### config.mk
export PLATFORM = sky130hd
export DESIGN_NAME = port_input_hold_release_tracker_flat
export DESIGN_NICKNAME = d
export VERILOG_FILES = /design/src/sv/pitr_pkg.sv /design/src/sv/pitr_if.sv /design/src/sv/pitr_ram.sv /design/src/sv/port_input_hold_release_tracker.sv /design/src/flat_wrapper.sv
export SDC_FILE = /design/constraint.sdc
export NUM_CORES = 1
export LEC_CHECK = 0
export BUFFER_PORTS_ARGS = -buffer_cell sky130_fd_sc_hd__buf_2
export CORE_MARGIN = 4
export CORE_UTILIZATION = 56
export CTS_CLUSTER_SIZE = 40
export DETAILED_ROUTE_END_ITERATION = 6
export GPL_ROUTABILITY_DRIVEN = 1
export PLACE_DENSITY = 0.81
export SKIP_LAST_GASP = 1
export SYNTH_ARGS = -nofsm -noshare
export SYNTH_HDL_FRONTEND = slang
export SYNTH_HIERARCHICAL = 1
export SYNTH_SLANG_ARGS = --single-unit
### constraint.sdc
create_clock -name clk_i -period 7.25 [get_ports clk_i]
set_input_delay 0.3625 -clock clk_i [delete_from_list [all_inputs] [get_ports clk_i]]
set_output_delay 0.3625 -clock clk_i [all_outputs]
set_load 0.02 [all_outputs]
### src/sv/pitr_pkg.sv
// Package with the shared types, constants and helpers of the port hold/release tracker.
package pitr_pkg;

  localparam int unsigned ChanCnt = 8;
  localparam int unsigned ChanW   = (ChanCnt > 1) ? $clog2(ChanCnt) : 1;
  localparam int unsigned CntW    = $clog2(ChanCnt + 1);
  localparam int unsigned PortW   = 8;
  localparam int unsigned PosW    = 3;
  localparam int unsigned TimeW   = 32;
  localparam int unsigned MapW    = 24;
  localparam int unsigned CfgIdxW = 3;
  localparam int unsigned CfgW    = 24;
  localparam int unsigned StatW   = 2;

  typedef enum logic [CfgIdxW-1:0] {
    CFG_INPUT_COUNT  = 3'd0,
    CFG_CHANNEL_MAP  = 3'd1,
    CFG_OUTPUT_MASK  = 3'd2,
    CFG_ACTIVE_HIGH  = 3'd3
  } cfg_idx_e;

  typedef enum logic [StatW-1:0] {
    ST_NONE     = 2'd0,
    ST_HELD     = 2'd1,
    ST_RELEASED = 2'd2
  } status_e;

  // One entry of the channel state memory.
  typedef struct packed {
    logic [StatW-1:0] status;
    logic [TimeW-1:0] start;
    logic [TimeW-1:0] duration;
  } chan_entry_t;

  localparam int unsigned EntryW = $bits(chan_entry_t);

  // True when the selected port bit is at its active level.
  function automatic logic bit_active(input logic [PortW-1:0] port,
                                      input logic [PosW-1:0]  pos,
                                      input logic             act_high);
    logic b;
    b = port[pos];
    return act_high ? b : ~b;
  endfunction

endpackage

### src/sv/pitr_if.sv
// Handshake interfaces for the sample input channel and the channel result output.
interface pitr_in_if;
  logic                           valid;
  logic                           ready;
  logic [pitr_pkg::PortW-1:0]     port_value;
  logic [pitr_pkg::TimeW-1:0]     now_ms;

  modport source (output valid, output port_value, output now_ms, input ready);
  modport sink   (input valid, input port_value, input now_ms, output ready);
endinterface

interface pitr_out_if;
  logic                           valid;
  logic                           ready;
  logic [pitr_pkg::ChanW-1:0]     channel;
  logic [pitr_pkg::StatW-1:0]     status;
  logic [pitr_pkg::TimeW-1:0]     duration_ms;
  logic                           last;

  modport source (output valid, output channel, output status, output duration_ms,
                  output last, input ready);
  modport sink   (input valid, input channel, input status, input duration_ms,
                  input last, output ready);
endinterface

### src/sv/pitr_ram.sv
// Generic single-port-write, single-port-read RAM with registered read data.
module pitr_ram #(
  parameter int unsigned Width = 8,
  parameter int unsigned Depth = 8,
  parameter int unsigned AddrW = (Depth > 1) ? $clog2(Depth) : 1
) (
  input  logic             clk_i,
  input  logic             we_i,
  input  logic [AddrW-1:0] waddr_i,
  input  logic [Width-1:0] wdata_i,
  input  logic [AddrW-1:0] raddr_i,
  output logic [Width-1:0] rdata_o
);

  logic [Width-1:0] mem [Depth];

  always_ff @(posedge clk_i) begin
    if (we_i) begin
      mem[waddr_i] <= wdata_i;
    end
  end

  always_ff @(posedge clk_i) begin
    rdata_o <= mem[raddr_i];
  end

endmodule

### src/sv/port_input_hold_release_tracker.sv
// Top level of the port input hold/release tracker: sequencer, state memory and result register.
//
// The block takes one beat on in_i carrying an 8-bit port sample and a wrapping
// millisecond time. Port bits named in the output mask are forced to one. When the
// forced sample equals the stored previous sample, the beat produces nothing.
// Otherwise every configured input channel is visited in order, its state entry is
// read from the channel memory, updated and written back, and one beat per channel
// goes out on out_o with the channel index, its status, its hold duration and a
// last flag on the final channel.
// An accepted changing beat moves the sequencer to its run state while channel zero is
// read from the memory; the first result is registered once the result register can
// take it. One channel is handled per cycle unless the receiver stalls; a new beat is
// taken only after the last configured channel (up to eight) retires. A sample that
// does not change, or a change with no channels configured, is taken in the idle state.
// When the receiver stalls, the sequencer holds on the current channel and keeps
// rereading its entry until the result register can take the next beat.
// Reset clears all configuration registers, sets the previous sample to all ones and
// marks every memory entry as unwritten, which reads as status none with zero start
// time and duration. No clearing pass is needed. Configuration is written through
// cfg_we_i, cfg_idx_i and cfg_data_i; the user must write it only while the block is
// idle, which the block itself does not enforce. Unknown indexes are ignored.
module port_input_hold_release_tracker (
  input  logic                             clk_i,
  input  logic                             rst_ni,
  input  logic                             cfg_we_i,
  input  logic [pitr_pkg::CfgIdxW-1:0]     cfg_idx_i,
  input  logic [pitr_pkg::CfgW-1:0]        cfg_data_i,
  pitr_in_if.sink                          in_i,
  pitr_out_if.source                       out_o
);

  typedef enum logic [1:0] {
    S_IDLE = 2'b01,
    S_RUN  = 2'b10
  } state_e;

  // Configuration registers.
  logic [pitr_pkg::CntW-1:0]   in_count_q;
  logic [pitr_pkg::MapW-1:0]   chan_map_q;
  logic [pitr_pkg::PortW-1:0]  out_mask_q;
  logic                        act_high_q;

  // Sequencer state.
  state_e                      state_q, state_d;
  logic [pitr_pkg::ChanW-1:0]  idx_q, idx_d;
  logic [pitr_pkg::CntW-1:0]   cnt_q, cnt_d;
  logic [pitr_pkg::PortW-1:0]  prev_q, prev_d;
  logic [pitr_pkg::PortW-1:0]  sample_q, sample_d;
  logic [pitr_pkg::TimeW-1:0]  now_q, now_d;
  logic [pitr_pkg::ChanCnt-1:0] vld_q, vld_d;
  logic                        rd_vld_q;

  // Result register.
  logic                        ovalid_q, ovalid_d;
  logic [pitr_pkg::ChanW-1:0]  ochan_q;
  logic [pitr_pkg::StatW-1:0]  ostat_q;
  logic [pitr_pkg::TimeW-1:0]  odur_q;
  logic                        olast_q;

  logic [pitr_pkg::PortW-1:0]  in_sample;
  logic [pitr_pkg::CntW-1:0]   cnt_eff;
  logic                        accept;
  logic                        advance;
  logic                        is_last;
  logic [pitr_pkg::ChanW-1:0]  rd_addr;
  logic [pitr_pkg::EntryW-1:0] rd_raw;
  pitr_pkg::chan_entry_t       cur_entry;
  pitr_pkg::chan_entry_t       new_entry;
  logic [pitr_pkg::PosW-1:0]   pos;
  logic                        was_act;
  logic                        now_act;

  // Configuration writes.
  always_ff @(posedge clk_i or negedge rst_ni) begin
    if (!rst_ni) begin
      in_count_q <= '0;
      chan_map_q <= '0;
      out_mask_q <= '0;
      act_high_q <= 1'b0;
    end else if (cfg_we_i) begin
      unique case (pitr_pkg::cfg_idx_e'(cfg_idx_i))
        pitr_pkg::CFG_INPUT_COUNT: in_count_q <= cfg_data_i[pitr_pkg::CntW-1:0];
        pitr_pkg::CFG_CHANNEL_MAP: chan_map_q <= cfg_data_i[pitr_pkg::MapW-1:0];
        pitr_pkg::CFG_OUTPUT_MASK: out_mask_q <= cfg_data_i[pitr_pkg::PortW-1:0];
        pitr_pkg::CFG_ACTIVE_HIGH: act_high_q <= cfg_data_i[0];
        default: ;
      endcase
    end
  end

  // Forced sample and the channel count clamped to the number of channels.
  assign in_sample = in_i.port_value | out_mask_q;
  assign cnt_eff   = (in_count_q > pitr_pkg::CntW'(pitr_pkg::ChanCnt))
                   ? pitr_pkg::CntW'(pitr_pkg::ChanCnt) : in_count_q;

  assign in_i.ready = (state_q == S_IDLE);
  assign accept     = in_i.valid && in_i.ready;

  // The result register can take a new beat when empty or being drained.
  assign advance = (state_q == S_RUN) && (!ovalid_q || out_o.ready);
  assign is_last = ({1'b0, idx_q} + pitr_pkg::CntW'(1)) == cnt_q;

  // Read address: channel zero at the start of a sample, then the next channel when
  // the current one retires, else the current one again to keep its data in place.
  always_comb begin
    if (state_q == S_RUN) begin
      rd_addr = advance ? (idx_q + pitr_pkg::ChanW'(1)) : idx_q;
    end else begin
      rd_addr = '0;
    end
  end

  pitr_ram #(
    .Width (pitr_pkg::EntryW),
    .Depth (pitr_pkg::ChanCnt)
  ) u_state_ram (
    .clk_i   (clk_i),
    .we_i    (advance),
    .waddr_i (idx_q),
    .wdata_i (new_entry),
    .raddr_i (rd_addr),
    .rdata_o (rd_raw)
  );

  // An entry never written since reset reads as its reset value.
  assign cur_entry = rd_vld_q ? pitr_pkg::chan_entry_t'(rd_raw) : '0;

  // Channel update: edge classification against the previous sample.
  always_comb begin
    pos       = chan_map_q[pitr_pkg::PosW*idx_q +: pitr_pkg::PosW];
    was_act   = pitr_pkg::bit_active(prev_q, pos, act_high_q);
    now_act   = pitr_pkg::bit_active(sample_q, pos, act_high_q);
    new_entry = cur_entry;
    unique case ({was_act, now_act})
      2'b01: begin
        new_entry.status   = pitr_pkg::ST_HELD;
        new_entry.start    = now_q;
        new_entry.duration = '0;
      end
      2'b10: begin
        new_entry.status   = pitr_pkg::ST_RELEASED;
        new_entry.duration = now_q - cur_entry.start;
      end
      2'b00: begin
        new_entry.status = pitr_pkg::ST_NONE;
      end
      default: ;
    endcase
  end

  // Sequencer next state.
  always_comb begin
    state_d  = state_q;
    idx_d    = idx_q;
    cnt_d    = cnt_q;
    prev_d   = prev_q;
    sample_d = sample_q;
    now_d    = now_q;
    vld_d    = vld_q;
    ovalid_d = ovalid_q && !out_o.ready;
    unique case (state_q)
      S_IDLE: begin
        if (accept && (in_sample != prev_q)) begin
          if (cnt_eff == '0) begin
            prev_d = in_sample;
          end else begin
            state_d  = S_RUN;
            idx_d    = '0;
            cnt_d    = cnt_eff;
            sample_d = in_sample;
            now_d    = in_i.now_ms;
          end
        end
      end
      S_RUN: begin
        if (advance) begin
          ovalid_d     = 1'b1;
          vld_d[idx_q] = 1'b1;
          if (is_last) begin
            state_d = S_IDLE;
            prev_d  = sample_q;
          end else begin
            idx_d = idx_q + pitr_pkg::ChanW'(1);
          end
        end
      end
      default: begin
        state_d = S_IDLE;
      end
    endcase
  end

  always_ff @(posedge clk_i or negedge rst_ni) begin
    if (!rst_ni) begin
      state_q  <= S_IDLE;
      idx_q    <= '0;
      cnt_q    <= '0;
      prev_q   <= '1;
      vld_q    <= '0;
      rd_vld_q <= 1'b0;
      ovalid_q <= 1'b0;
    end else begin
      state_q  <= state_d;
      idx_q    <= idx_d;
      cnt_q    <= cnt_d;
      prev_q   <= prev_d;
      vld_q    <= vld_d;
      rd_vld_q <= vld_q[rd_addr];
      ovalid_q <= ovalid_d;
    end
  end

  // Payload registers.
  always_ff @(posedge clk_i) begin
    sample_q <= sample_d;
    now_q    <= now_d;
    if (advance) begin
      ochan_q <= idx_q;
      ostat_q <= new_entry.status;
      odur_q  <= new_entry.duration;
      olast_q <= is_last;
    end
  end

  assign out_o.valid       = ovalid_q;
  assign out_o.channel     = ochan_q;
  assign out_o.status      = ostat_q;
  assign out_o.duration_ms = odur_q;
  assign out_o.last        = olast_q;

endmodule
### src/flat_wrapper.sv
// flat-port wrapper written by rule: the top's interface ports become plain ports
module port_input_hold_release_tracker_flat 
  (clk_i, rst_ni, cfg_we_i, cfg_idx_i, cfg_data_i, in_i_valid, in_i_port_value, in_i_now_ms, in_i_ready, out_o_valid, out_o_channel, out_o_status, out_o_duration_ms, out_o_last, out_o_ready);
  pitr_in_if in_i_i ();
  pitr_out_if out_o_i ();
  input  logic clk_i;
  input  logic rst_ni;
  input  logic cfg_we_i;
  input  logic [pitr_pkg::CfgIdxW-1:0] cfg_idx_i;
  input  logic [pitr_pkg::CfgW-1:0] cfg_data_i;
  input wire logic [$bits(in_i_i.valid)-1:0] in_i_valid;
  input wire logic [$bits(in_i_i.port_value)-1:0] in_i_port_value;
  input wire logic [$bits(in_i_i.now_ms)-1:0] in_i_now_ms;
  output wire logic [$bits(in_i_i.ready)-1:0] in_i_ready;
  output wire logic [$bits(out_o_i.valid)-1:0] out_o_valid;
  output wire logic [$bits(out_o_i.channel)-1:0] out_o_channel;
  output wire logic [$bits(out_o_i.status)-1:0] out_o_status;
  output wire logic [$bits(out_o_i.duration_ms)-1:0] out_o_duration_ms;
  output wire logic [$bits(out_o_i.last)-1:0] out_o_last;
  input wire logic [$bits(out_o_i.ready)-1:0] out_o_ready;
  assign in_i_i.valid = in_i_valid;
  assign in_i_i.port_value = in_i_port_value;
  assign in_i_i.now_ms = in_i_now_ms;
  assign in_i_ready = in_i_i.ready;
  assign out_o_valid = out_o_i.valid;
  assign out_o_channel = out_o_i.channel;
  assign out_o_status = out_o_i.status;
  assign out_o_duration_ms = out_o_i.duration_ms;
  assign out_o_last = out_o_i.last;
  assign out_o_i.ready = out_o_ready;
  port_input_hold_release_tracker u_core (.clk_i(clk_i), .rst_ni(rst_ni), .cfg_we_i(cfg_we_i), .cfg_idx_i(cfg_idx_i), .cfg_data_i(cfg_data_i), .in_i(in_i_i), .out_o(out_o_i));
endmodule
; ---- Yosys cells after proc, flatten, opt, wreduce, memory -nomap -nowiden
; Memory sizes are Yosys's and may differ from the RTL's. A register that Yosys moved wholly into a read port is not among the register bits.
; Index checks and enable logic that the tools add are counted.
[op_classes]
n_eq_ne = 15
n_reduce_logical = 21
n_mux = 36
multipliers = 1
n_shift = 1
magnitude_cmp = 5
n_addsub = 3
n_bitwise = 5
[op_table]
columns = operator, n
row1 = 66-bit two-way mux, 1
row2 = 32-bit case mux with 2 select lines, 1
row3 = 32-bit two-way mux, 1
row4 = 8-bit two-way mux, 4
row5 = 32-bit subtractor, 1
row6 = 24-bit by 6-bit variable part select with 3-bit output, 1
row7 = 3-bit two-way mux, 6
row8 = 8-bit OR, 2
row9 = 8-bit case mux with 2 select lines, 1
row10 = 3-bit by 4-bit less-than comparator with 1-bit output (second input constant), 3
row11 = 1-bit two-way mux, 10
row12 = 2-bit AND reduction, 5
row13 = 5-bit AND reduction, 2
row14 = 1-bit binary-select mux with 3-bit select, 3
row15 = 2-bit two-way mux, 4
row16 = 2-bit != test (second input constant), 4
row17 = 8-bit != test, 1
row18 = 3-bit by 2-bit equality test with 1-bit output (second input constant), 2
row19 = 2-bit case mux with 3 select lines, 1
row20 = 3-bit case mux with 2 select lines, 1
row21 = 1-bit logical AND, 5
row22 = 2-bit by 3-bit multiplier with 5-bit output (first input constant), 1
row23 = 3-bit by 1-bit adder with 4-bit output (second input constant), 1
row24 = 2-bit by 1-bit equality test with 1-bit output (second input constant), 2
row25 = other kinds (19), 24
[totals]
n_memories = 1
wordCells = 105
mem_bits_rw = 528
input_bits = 72
output_inout_bits = 40
regBits = 142
[memory_table]
columns = name, depth, word_bits, rd, rd_ports_with_merged_regs, write_ports, line_no
row1 = u_core.u_state_ram.mem, 8, 66, 1, 1, 1, pitr_ram.sv:15  ; logic [Width-1:0] mem [Depth];

; ---- Longest topological paths before layout
; Gate-level depths: netlist of run 1.
[depth]
word_depth = 8
ltp_mapped = 15
mapped_depth_nobuf = 12

; ---- Cells and area by module
; The synthesis of run 1 kept the hierarchy.
[modules_own_cells]
columns = mod, area_each_um2, cells_per_inst, instances, seq_area_each_um2
row1 = pitr_ram, 21174.1, 842, 1, 17176.5
row2 = port_input_hold_release_tracker, 8309.2, 808, 1, 3955.0

; ---- Worst setup path before layout of run 1
; OpenSTA, ideal clock, no wires.
[synth_path]
path_type = reg-to-reg
startpoint = register u_core.ovalid_q, in the netlist u_core/out_o.valid
endpoint = memory u_core/u_state_ram/mem[4][0] in the netlist's numbering (enable)
period_less_slack_ps = 7574
stages_incl_launch_ff = 7
t_arrival_ps = 7004
t_required_ps = 6679
slack_ps = -324
setup_time_ps = 571
path_buffers = 2
cell_sequence = dfrtp_1 -> nand2b_1 -> clkbuf_1 -> nor2b_1 -> clkbuf_1 -> nand2_1 -> nor3_1
[synth_via]
elab_chain_cells = 5
[synth_lines]
columns = element, line_no
row1 = start: declaration, port_input_hold_release_tracker.sv:54  ; logic ovalid_q, ovalid_d;
row2 = start signal: assignment, port_input_hold_release_tracker.sv:209  ; ovalid_q <= ovalid_d;
row3 = 1-bit zero test, port_input_hold_release_tracker.sv:100  ; assign advance = (state_q == S_RUN) && (!ovalid_q || out_o.ready);
row4 = 1-bit logical OR, port_input_hold_release_tracker.sv:100
row5 = 1-bit logical AND, port_input_hold_release_tracker.sv:100
row6 = net u_core.advance, port_input_hold_release_tracker.sv:63  ; logic advance;
row7 = 1-bit two-way mux, pitr_ram.sv:18  ; if (we_i) begin
row8 = 1-bit two-way mux (implied by the code), pitr_ram.sv:19  ; mem[waddr_i] <= wdata_i;
row9 = end: declaration, pitr_ram.sv:15
; The timed path passes the listed nets, and every way through them passes these cells.

==> key figures, run 1 <==
Synth
  • Post-Synthesis Cell Area: between 20,000 and 30,000 um2
  • EDFF count, synth: 606
  • Post-synth cell types: 64
  • Synth top area share: 61.7%
  • Synth top area cells: edfxtp_1 (62%), mux4_2 (10%), dfrtp_1 (4.7%), dfxtp_1 (4.5%), mux2_2 (4.0%)
  • Async set-reset flop share out of synthesis: roughly 8.7%
  • Seq/Total Area, Yosys: a little under three quarters
  • Cell taking the most area after synthesis: edfxtp_1
  • Yosys warnings: 6
  • Post-synth net total: 1,763
  • Cells after synthesis: about 1,700
  • Synth Register Bits: 736
  • Main flop type after synthesis: edfxtp_1
  • Syn_area_per_cell: 17.9 um2

Timing
  • Max Clk Rate: 186 MHz
  • Worst Skew: 0.0199 ns
  • Final hold violation count: 0
  • Worst relative slew slack: 16.8%
  • Final TNS setup: 0 ns
  • Worst-margin pin slew: approximately 1.2 ns
  • RSZ-0062 raised after global routing: false
  • Hold_ws: 0.0352 ns
  • # setup viols final: 0
  • Fin crit share: approximately three quarters
  • Fin worst setup slack: 1.88 ns
  • Min Tclk post-route: 5.37 ns
  • Max Slew Vio Count: 0

Place
  • Cells after DPL: approximately 2,400
  • Post-DP HPWL: 38,400 um
  • IO Port Bufs: 111
  • Pre-CTS WS: 1.79 ns
  • Placed cell area: 30,800 um2
  • GPL Wtd Cong: 0.877

Final layout
  • Cell area after layout: 33,600 um2
  • Final std cells w/o fill: 2,575
  • Commonest cells after routing, fill and taps aside: edfxtp_1 (606), mux4_2 (134), nand2_1 (132)
  • Filler Cell Count: 3,397
  • Layout cells sized above 1: 27.9%
  • Fin util: 65.1%
  • Storage cell area: between 20,000 and 25,000 um2
  • Layout Nets: 1,946
  • Area occupied by multi-input gates: 8000 um2
  • Most common cell after layout, fill and taps aside: edfxtp_1
  • Synth-to-layout area growth: 14.1%

CTS
  • Post-CTS Setup Bufs: 0
  • Clock Pin Slew Worst Setup and Hold Paths: 0.06 ns
  • Worst-Skew Late Latency: 0.61 ns
  • Clock sinks: 736
  • Clk buf depth: 3
  • Total CTS buffers: 74
  • CTS Root Cell: clkbuf_16
  • Post-CTS sizing: 0
  • CTS tree: built
  • Post-CTS Hold Buffers: 51
  • Htree depth: 3

Global routing
  • Pin count of the biggest net entering global routing: 80
  • GRT Total Usage: 23.7%
  • First-pass GRT wire length: between 100,000 and 150,000 um
  • Vias in the first global route: between 15,000 and 20,000
  • Initial antenna violation count: 3
  • GRT overflow: 0

Run status
  • Status: complete, no violations

Route
  • Vias/cell: 6.22
  • # DRC: 0
  • Routed via count: between 15,000 and 20,000
  • Drt initial violations: 1,729
  • Avg WL per Cell: 25.7 um
  • Routed WL: about 66,000 um
  • Antenna-violating nets left: 0
  • Drt pass-1 iters: 5

Floorplan
  • Initial Utilization: a little under three fifths
  • Area of the core: 51,700 um2
  • Die extent in x: 237 um
  • Die Y: 237 um
  • Ports: about 110
  • Die area: 56,400 um2
  • Rows: 83

Critical path
  • Slowest cell on crit path: dfrtp_1
  • Critical path capture point type: flop
  • CP max FO: 32
  • Worst-path cell chain: mux4_1 > mux2i_4 > mux4_1 > mux2i_1 > xor2_1 > ha_1 > nor2b_4 > nand2_1 > o21ai_0
  • CP bufs+invs: 0
  • Crit path from: u_core/idx_q[0]$_DFFE_PN0P_
  • Crit path arrival time: 5.66 ns
  • CP required: 7.53 ns
  • Crit path max-delay family: multiplexers
  • CP peak stage delay: 1.06 ns
  • Crit-path most repeated cell: mux4_1
  • R2R setup slack: between 1.5 and 2 ns
  • Critical path class: reg -> reg
  • Reg-to-reg startpoint: u_core/idx_q[0]$_DFFE_PN0P_
  • Crit start category: flop

Power and ir drop
  • Maximum vdd drop: 0.000491 V
  • Leakage power: 11.6 nW
  • Power density over the cells: 492 nW/um2
  • Final Power: around 17 mW

Hold path
  • Hold_sp: cfg_data_i[3]
  • Worst min path class: in -> reg

Flow run
  • Max_cap viols: 0
logic make-up after synthesis:
| family | Yosys count | share of synthesized area (%) |
|---|---|---|
| xor+xnor | 31 | 0.921 |
| buf+inv | 99 | 1.61 |
| compound gates | 224 | 4.69 |
| fa+ha+maj | 41 | 1.77 |
| flops | 736 | 71.7 |
| simple gates | 251 | 3.89 |
| mux | 268 | 15.5 |
routing by layer:
layer  vias to the layer above  wire length (um)  global-route usage (%)  part of all wire (%)
met1                      8181             26400                    33.0                    40
li1                       6913                 -                       -                     -
met4                         2              2680                    9.36                   4.0
met2                       774             32000                    38.0                    48
met5                         -                13                       0                 0.020
met3                       143              5140                    4.20                   7.8
synthesized netlist by cell type (all sizes together) (11+ instances only):
master	count
dfxtp	66
o21a	13
mux4	137
xor2	11
mux2	106
nor2	32
inv	18
ha	40
nand2	132
clkbuf	52
xnor2	20
dfrtp	55
mux2i	25
o21ai	99
a21oi	41
nor3	21
buf	29
edfxtp	606
a21o	14
state kept, by name, indices dropped and copies added, names as in the netlist, 8 cells and up:
register                    count
u_core/chan_map_q              24
u_core/now_q                   32
u_core/out_mask_q               8
u_core/out_o.duration_ms       32
u_core/prev_q                   8
u_core/sample_q                 8
u_core/u_state_ram/mem        528
u_core/u_state_ram/rdata_o     66
u_core/vld_q                    8
power by group:
part           switching, mW  internal, mW  total (mW)
clock                   1.55          2.07        3.62
sequential             0.304          7.17        7.48
combinational           3.92          1.54        5.45
total                   5.77          10.8        16.6
cell type report:
class,count,area share [%]
clock buffer,100,6.10
multi-input combinational,815,23.8
inverter,18,0.223
timing repair buffer,188,3.74
antenna,2,0.0149
clock inverter,36,0.811
tap,680,2.53
sequential,736,62.8
final timing paths:
check,end,depth (start not counted)
min in group asynchronous,u_core/chan_map_q[19]$_DFFE_PN0P_,3
max in group asynchronous,u_core/vld_q[1]$_DFFE_PN0P_,3
setup reg to reg,u_core/u_state_ram/mem[3][1]$_DFFE_PP_,9
hold / removal,u_core/in_count_q[3]$_DFFE_PN0P_,2
hold reg to reg,u_core/vld_q[0]$_DFFE_PN0P_,1
setup / recovery,u_core/u_state_ram/mem[3][1]$_DFFE_PP_,9
(Power assumes the default switching activity.)
==> run 2: changes to the inputs <==
==> constraint.sdc (replaced) <==
create_clock -name clk_i -period 4.5 [get_ports clk_i]
set_input_delay 0.225 -clock clk_i [delete_from_list [all_inputs] [get_ports clk_i]]
set_output_delay 0.225 -clock clk_i [all_outputs]
set_load 0.02 [all_outputs]
==> key figures, run 2 (synthesized netlist as in run 1, its figures left out) <==
Hold path
  • Hold_sp: cfg_idx_i[2]
  • End of the worst hold path: u_core/in_count_q[2]$_DFFE_PN0P_
  • Worst Hold Depth: 4
  • Worst min path class: in -> reg

Route
  • Drt pass-1 iters: 5
  • Routed WL: 66,100 um
  • Avg WL per Cell: 25.4 um
  • Routed via count: 16,100
  • Vias/cell: 6.18
  • Antenna-violating nets left: 0
  • Drt initial violations: 1,772
  • # DRC: 0

CTS
  • Worst-Skew Late Latency: roughly 0.61 ns
  • CTS Root Cell: clkbuf_16
  • Clock sinks: ~740
  • CTS tree: built
  • Post-CTS Setup Bufs: 0
  • Total CTS buffers: 73
  • Htree depth: 3
  • Clk buf depth: 3
  • Clock Pin Slew Worst Setup and Hold Paths: 0.06 ns

Critical path
  • CP required: 4.78 ns
  • CP max FO: 31
  • Critical path class: reg -> reg
  • FF-to-FF path depth: 9
  • R2R setup slack: 0.25 ns
  • Reg2reg end: u_core/u_state_ram/mem[4][12]$_DFFE_PP_
  • Reg-to-reg startpoint: u_core/idx_q[0]$_DFFE_PN0P_
  • Crit path arrival time: 4.53 ns
  • Critical path capture point type: flop
  • Crit start category: flop

Timing
  • Worst relative slew slack: 27.7%
  • RSZ-0062 raised after global routing: false
  • Min Tclk post-route: 4.25 ns
  • Worst Skew: 0.0234 ns
  • Fin crit share: 94.5%
  • # setup viols final: 0
  • Final TNS setup: 0 ns
  • Worst-margin pin slew: roughly 1.1 ns
  • Fin worst setup slack: 0.247 ns
  • Max Clk Rate: 235 MHz
  • Final hold violation count: 0
  • Max Slew Vio Count: 0

Global routing
  • Pin count of the biggest net entering global routing: 67
  • GRT Total Usage: a little under a quarter
  • GRT overflow: 0
  • Initial antenna violation count: 3
  • Vias in the first global route: between 15,000 and 20,000
  • First-pass GRT wire length: 102,000 um

Final layout
  • Max FFs per register: 528
  • Area occupied by multi-input gates: 8000 um2
  • Synth-to-layout area growth: 16.0%
  • Filler Cell Count: ~3,300
  • Layout cells sized above 1: 28.6%
  • Top Registers: u_core/u_state_ram/mem x528, u_core/u_state_ram/rdata_o x66
  • Storage cell area: about 21,000 um2
  • Most common cell after layout, fill and taps aside: edfxtp_1
  • Commonest cells after routing, fill and taps aside: edfxtp_1 (606), mux4_2 (134), nand2_1 (132)
  • Biggest register: u_core/u_state_ram/mem
  • Final std cells w/o fill: around 2,600
  • Layout Nets: roughly 2,000

Run status
  • Status: complete, no violations

Place
  • Cells after DPL: 2,406
  • GPL Wtd Cong: about 0.93
  • Post-DP HPWL: 39,300 um
  • IO Port Bufs: ~110
  • Pre-CTS WS: 0.261 ns

Power and ir drop
  • Sw Pwr: around 9.3 mW
  • Leakage power: 11.8 nW
  • Maximum vdd drop: 0.000860 V
  • Switching Share: 34.3%
  • Internal: roughly 18 mW
  • Seq pwr share: 44.1%
  • Clock share of power: 22.2%
  • Power density over the cells: between 700 and 800 nW/um2
  • Gate power share: between 30% and 40%

Floorplan
  • Area of the core: around 52,000 um2
  • Die area: 56,400 um2
  • Initial Utilization: approximately 57%
  • Ports: 112
  • Rows: a little over 80
  • Die extent in x: 237 um
  • Die Y: 237 um

Flow run
  • Max_cap viols: 0
[run 2: changes by cell type in the layout (fill, tap and decap cells not counted), moves of 2 or more]
cell / delta
o21ai_0: -8
clkinv_2: +2
inv_6: -2
clkinv_8: -2
o21ai_1: +8
buf_4: +6
buf_12: +15
clkinv_1: -5
dlygate4sd3_1: +16
bufinv_16: +4
[run 2: worst max path at each step]
| stage | start | to | slack, ns | depth (start not counted) |
|---|---|---|---|---|
| 2_1_floorplan | u_core/out_o.valid$_DFF_PN0_ | u_core/u_state_ram/mem[7][0]$_DFFE_PP_ | 0.42 | 6 |
| 3_3_place_gp | u_core/idx_q[0]$_DFFE_PN0P_ | u_core/u_state_ram/mem[2][28]$_DFFE_PP_ | 0.42 | 11 |
| 3_5_place_dp | u_core/idx_q[0]$_DFFE_PN0P_ | u_core/u_state_ram/mem[0][20]$_DFFE_PP_ | 0.26 | 12 |
| 4_1_cts | u_core/idx_q[0]$_DFFE_PN0P_ | u_core/u_state_ram/mem[1][20]$_DFFE_PP_ | 0.22 | 9 |
| 5_1_grt | u_core/idx_q[0]$_DFFE_PN0P_ | u_core/u_state_ram/mem[6][10]$_DFFE_PP_ | 0.001 | 9 |
| 6_report | u_core/idx_q[0]$_DFFE_PN0P_ | u_core/u_state_ram/mem[4][12]$_DFFE_PP_ | 0.25 | 9 |
[run 2: final cells by class]
class	instances	area share, %
flip-flops and latches	736	61.8
multi-input cells	815	23.4
clock buffers	101	6.04
repair buffers	224	5.14
well taps	680	2.49
clock inverters	32	0.940
inverters	18	0.219
diodes	2	0.0146
[run 2: metal layers]
metal | wire length, um | vias to the layer above | share of wire [%] | GRT usage [%]
met5 | 27 | - | 0.041 | 0
met4 | 1840 | 4 | 2.8 | 7.40
met3 | 5010 | 116 | 7.6 | 3.45
met2 | 33100 | 752 | 50 | 39.2
met1 | 26200 | 8298 | 40 | 33.3
li1 | - | 6955 | - | -
[run 2: power by group through the flow]
stage                     clock network [mW]  registers (mW)  logic, mW
final                                   6.04            12.0       9.16
after global routing                    6.43            12.1       10.0
after global placement                     0            12.0       8.41
after floorplan                            0            12.0       5.71
after detailed placement                   0            12.1       8.93
after CTS                               6.13            12.0       9.07
[run 2: worst max-delay path, cell delays in order (launching register included)]
cell and delay, ns:
dfrtp_1 0.43, mux4_1 0.63, mux2i_4 0.30, mux4_1 0.60, mux2i_1 0.37, xor2_1 0.18, ha_1 0.37, nand2_1 0.10
buf_12 0.19, o21ai_0 0.74
[run 2: stage by stage]
step / area, um2 / hold slack [ns] / total power [mW] / utilization (%)
2_1_floorplan: 29500 / -0.0706 / 17.7 / -
3_3_place_gp: 31100 / 0.402 / 20.5 / 60.2
3_5_place_dp: 31100 / 0.403 / 21.0 / 60.2
4_1_cts: 34200 / 0.0540 / 27.2 / 66.1
5_1_grt: 34200 / 0.109 / 28.5 / 66.1
6_report: 34200 / 0.0871 / 27.2 / 66.1
[run 2: repair_timing]
item | 4_1_cts | 5_1_grt
setup endpoints to repair | 0 | 61
hold buffers | 67 | 0
gates resized for setup | 0 | 8
endpoints found under the hold margin | 132 | 0
==> run 3: changes to the inputs <==
--- a/config.mk
+++ b/config.mk
@@ -11,6 +11,7 @@
 export CTS_CLUSTER_SIZE = 40
 export DETAILED_ROUTE_END_ITERATION = 6
 export GPL_ROUTABILITY_DRIVEN = 1
+export HOLD_SLACK_MARGIN = 0.15
 export PLACE_DENSITY = 0.81
 export SKIP_LAST_GASP = 1
 export SYNTH_ARGS = -nofsm -noshare
==> key figures, run 3 (synthesized netlist as in run 1, its figures left out) <==
Run status
  • Status: complete, no violations

Critical path
  • Crit-path most repeated cell: mux2i_1
  • CP max FO: 31
  • Critical path class: reg -> reg
  • CP required: 4.77 ns
  • Crit path from: u_core/idx_q[0]$_DFFE_PN0P_
  • Crit path arrival time: roughly 4.5 ns
  • Slowest cell on crit path: o21ai_0
  • Worst-path cell chain: buf_4 > mux2_4 > o221a_1 > o211a_1 > mux2i_1 > mux2i_1 > mux2i_1 > xor2_1 > ha_1 > nand2_1 > buf_12 > o21ai_0
  • Reg2reg end: u_core/u_state_ram/mem[7][22]$_DFFE_PP_
  • Crit start category: flop
  • R2R setup slack: 0.23 ns
  • Worst setup endpoint: u_core/u_state_ram/mem[7][22]$_DFFE_PP_
  • FF-to-FF path depth: 12
  • Critical path capture point type: flop
  • Reg-to-reg startpoint: u_core/idx_q[0]$_DFFE_PN0P_
  • CP peak stage delay: approximately 0.75 ns

Timing
  • Max Slew Vio Count: 0
  • Fin crit share: 94.8%
  • Final hold violation count: 0
  • Final TNS setup: 0 ns
  • RSZ-0062 raised after global routing: true
  • Hold_ws: 0.253 ns
  • Worst Skew: 0.0238 ns
  • Min Tclk post-route: 4.27 ns
  • Worst relative slew slack: 27.7%
  • Max Clk Rate: 234 MHz
  • Fin worst setup slack: 0.235 ns
  • Worst-margin pin slew: 1.07 ns
  • # setup viols final: 0

Place
  • GPL Wtd Cong: slightly above 0.9
  • Post-DP HPWL: 39,300 um
  • Pre-CTS WS: 0.261 ns
  • IO Port Bufs: roughly 110

CTS
  • CTS Root Cell: clkbuf_16
  • Clk buf depth: 3
  • CTS tree: built
  • Post-CTS Setup Bufs: 0
  • Clock sinks: 736
  • Clock Pin Slew Worst Setup and Hold Paths: about 0.06 ns
  • Worst-Skew Late Latency: 0.60 ns
  • Total CTS buffers: 73
  • Htree depth: 3

Floorplan
  • Ports: 112
  • Die area: 56,400 um2
  • Rows: 83
  • Area of the core: 51,700 um2
  • Initial Utilization: 57.0%
  • Die extent in x: 237 um
  • Die Y: 237 um

Final layout
  • Filler Cell Count: 3,324
  • Area occupied by multi-input gates: 8000 um2
  • Synth-to-layout area growth: 16.2%
  • Biggest register: u_core/u_state_ram/mem
  • Layout Nets: 1,988
  • Max FFs per register: 528
  • Storage cell area: ~21,000 um2
  • Top Registers: u_core/u_state_ram/mem x528, u_core/u_state_ram/rdata_o x66
  • Most common cell after layout, fill and taps aside: edfxtp_1
  • Commonest cells after routing, fill and taps aside: edfxtp_1 (606), mux4_2 (134), nand2_1 (132)
  • Layout cells sized above 1: between 20 and 30%

Route
  • Antenna-violating nets left: 0
  • # DRC: 0
  • Drt initial violations: 1,749
  • Drt pass-1 iters: 7
  • Routed WL: around 66,000 um
  • Vias/cell: about 6.2
  • Routed via count: 16,100
  • Avg WL per Cell: roughly 25 um

Power and ir drop
  • Final Power: 27.2 mW
  • Leakage power: 11.8 nW
  • Power density over the cells: 793 nW/um2
  • Maximum vdd drop: 0.000871 V

Global routing
  • First-pass GRT wire length: 102,000 um
  • GRT Total Usage: 23.8%
  • Pin count of the biggest net entering global routing: 67
  • Initial antenna violation count: 3
  • Vias in the first global route: 16,800
  • GRT overflow: 0

Flow run
  • Max_cap viols: 0

Hold path
  • Worst min path class: in -> reg
==> run 3: changes by cell type in the layout (fill, tap and decap cells not counted), sizes merged <==
cell	previous run	this run
dlygate4sd3	67	74
diode	2	1
==> run 3: area by class of cell <==
cell class / instances / area share [%]
clock inverters: 32 / 0.938
well taps: 680 / 2.48
flip-flops and latches: 736 / 61.7
multi-input cells: 815 / 23.3
inverters: 18 / 0.219
diodes: 1 / 0.00730
clock buffers: 101 / 6.02
repair buffers: 231 / 5.34
==> run 3: metrics by stage <==
step	utilization (%)	cells	cell area, um2
after floorplan	-	1650	29500
after global placement	60.2	2406	31100
after CTS	66.3	2613	34300
final	66.3	2614	34300
after global routing	66.3	2613	34300
after detailed placement	60.2	2406	31100
==> run 3: worst min path at each step <==
stage / from / end / slack, ns / cells past startpoint
2_1_floorplan: rst_ni / u_core/act_high_q$_DFFE_PN0P_ / -0.07 / 0
3_3_place_gp: in_i_now_ms[4] / u_core/now_q[4]$_DFFE_PP_ / 0.40 / 1
3_5_place_dp: in_i_now_ms[1] / u_core/now_q[1]$_DFFE_PP_ / 0.40 / 1
4_1_cts: in_i_valid / u_core/cnt_q[1]$_DFFE_PN0P_ / 0.22 / 4
5_1_grt: in_i_valid / u_core/cnt_q[2]$_DFFE_PN0P_ / 0.26 / 4
6_report: in_i_valid / u_core/cnt_q[1]$_DFFE_PN0P_ / 0.25 / 4
==> run 3: report_power, final <==
group	leakage, nW	switching (mW)	internal [mW]	total, mW
sequential	6.85	0.444	11.5	12.0
combinational	3.80	6.39	2.78	9.17
clock	1.17	2.48	3.56	6.04
total	11.8	9.32	17.9	27.2
==> run 3: repair_timing <==
| item | CTS | global route |
|---|---|---|
| endpoints found under the hold margin | 141 | 0 |
| resized for setup | 0 | 8 |
| endpoints found under the setup margin | 0 | 65 |
| hold buffers | 74 | 0 |
==> run 3: layer usage <==
metal	GRT usage (%)	up-vias	wire, um
li1	-	6970	-
met1	33.3	8277	26500
met2	39.2	741	33100
met3	3.49	114	4790
met4	7.61	4	1790
met5	0	-	27
==> run 3: worst max-delay path, delay by kind of cell, from the launching register on <==
family          cells  cell delay (ns)
simple gates        1             0.10
xor+xnor            1             0.19
fa+ha+maj           1             0.37
flops               1             0.43
compound gates      3             1.36
buf+inv             2             0.40
mux                 4             1.05
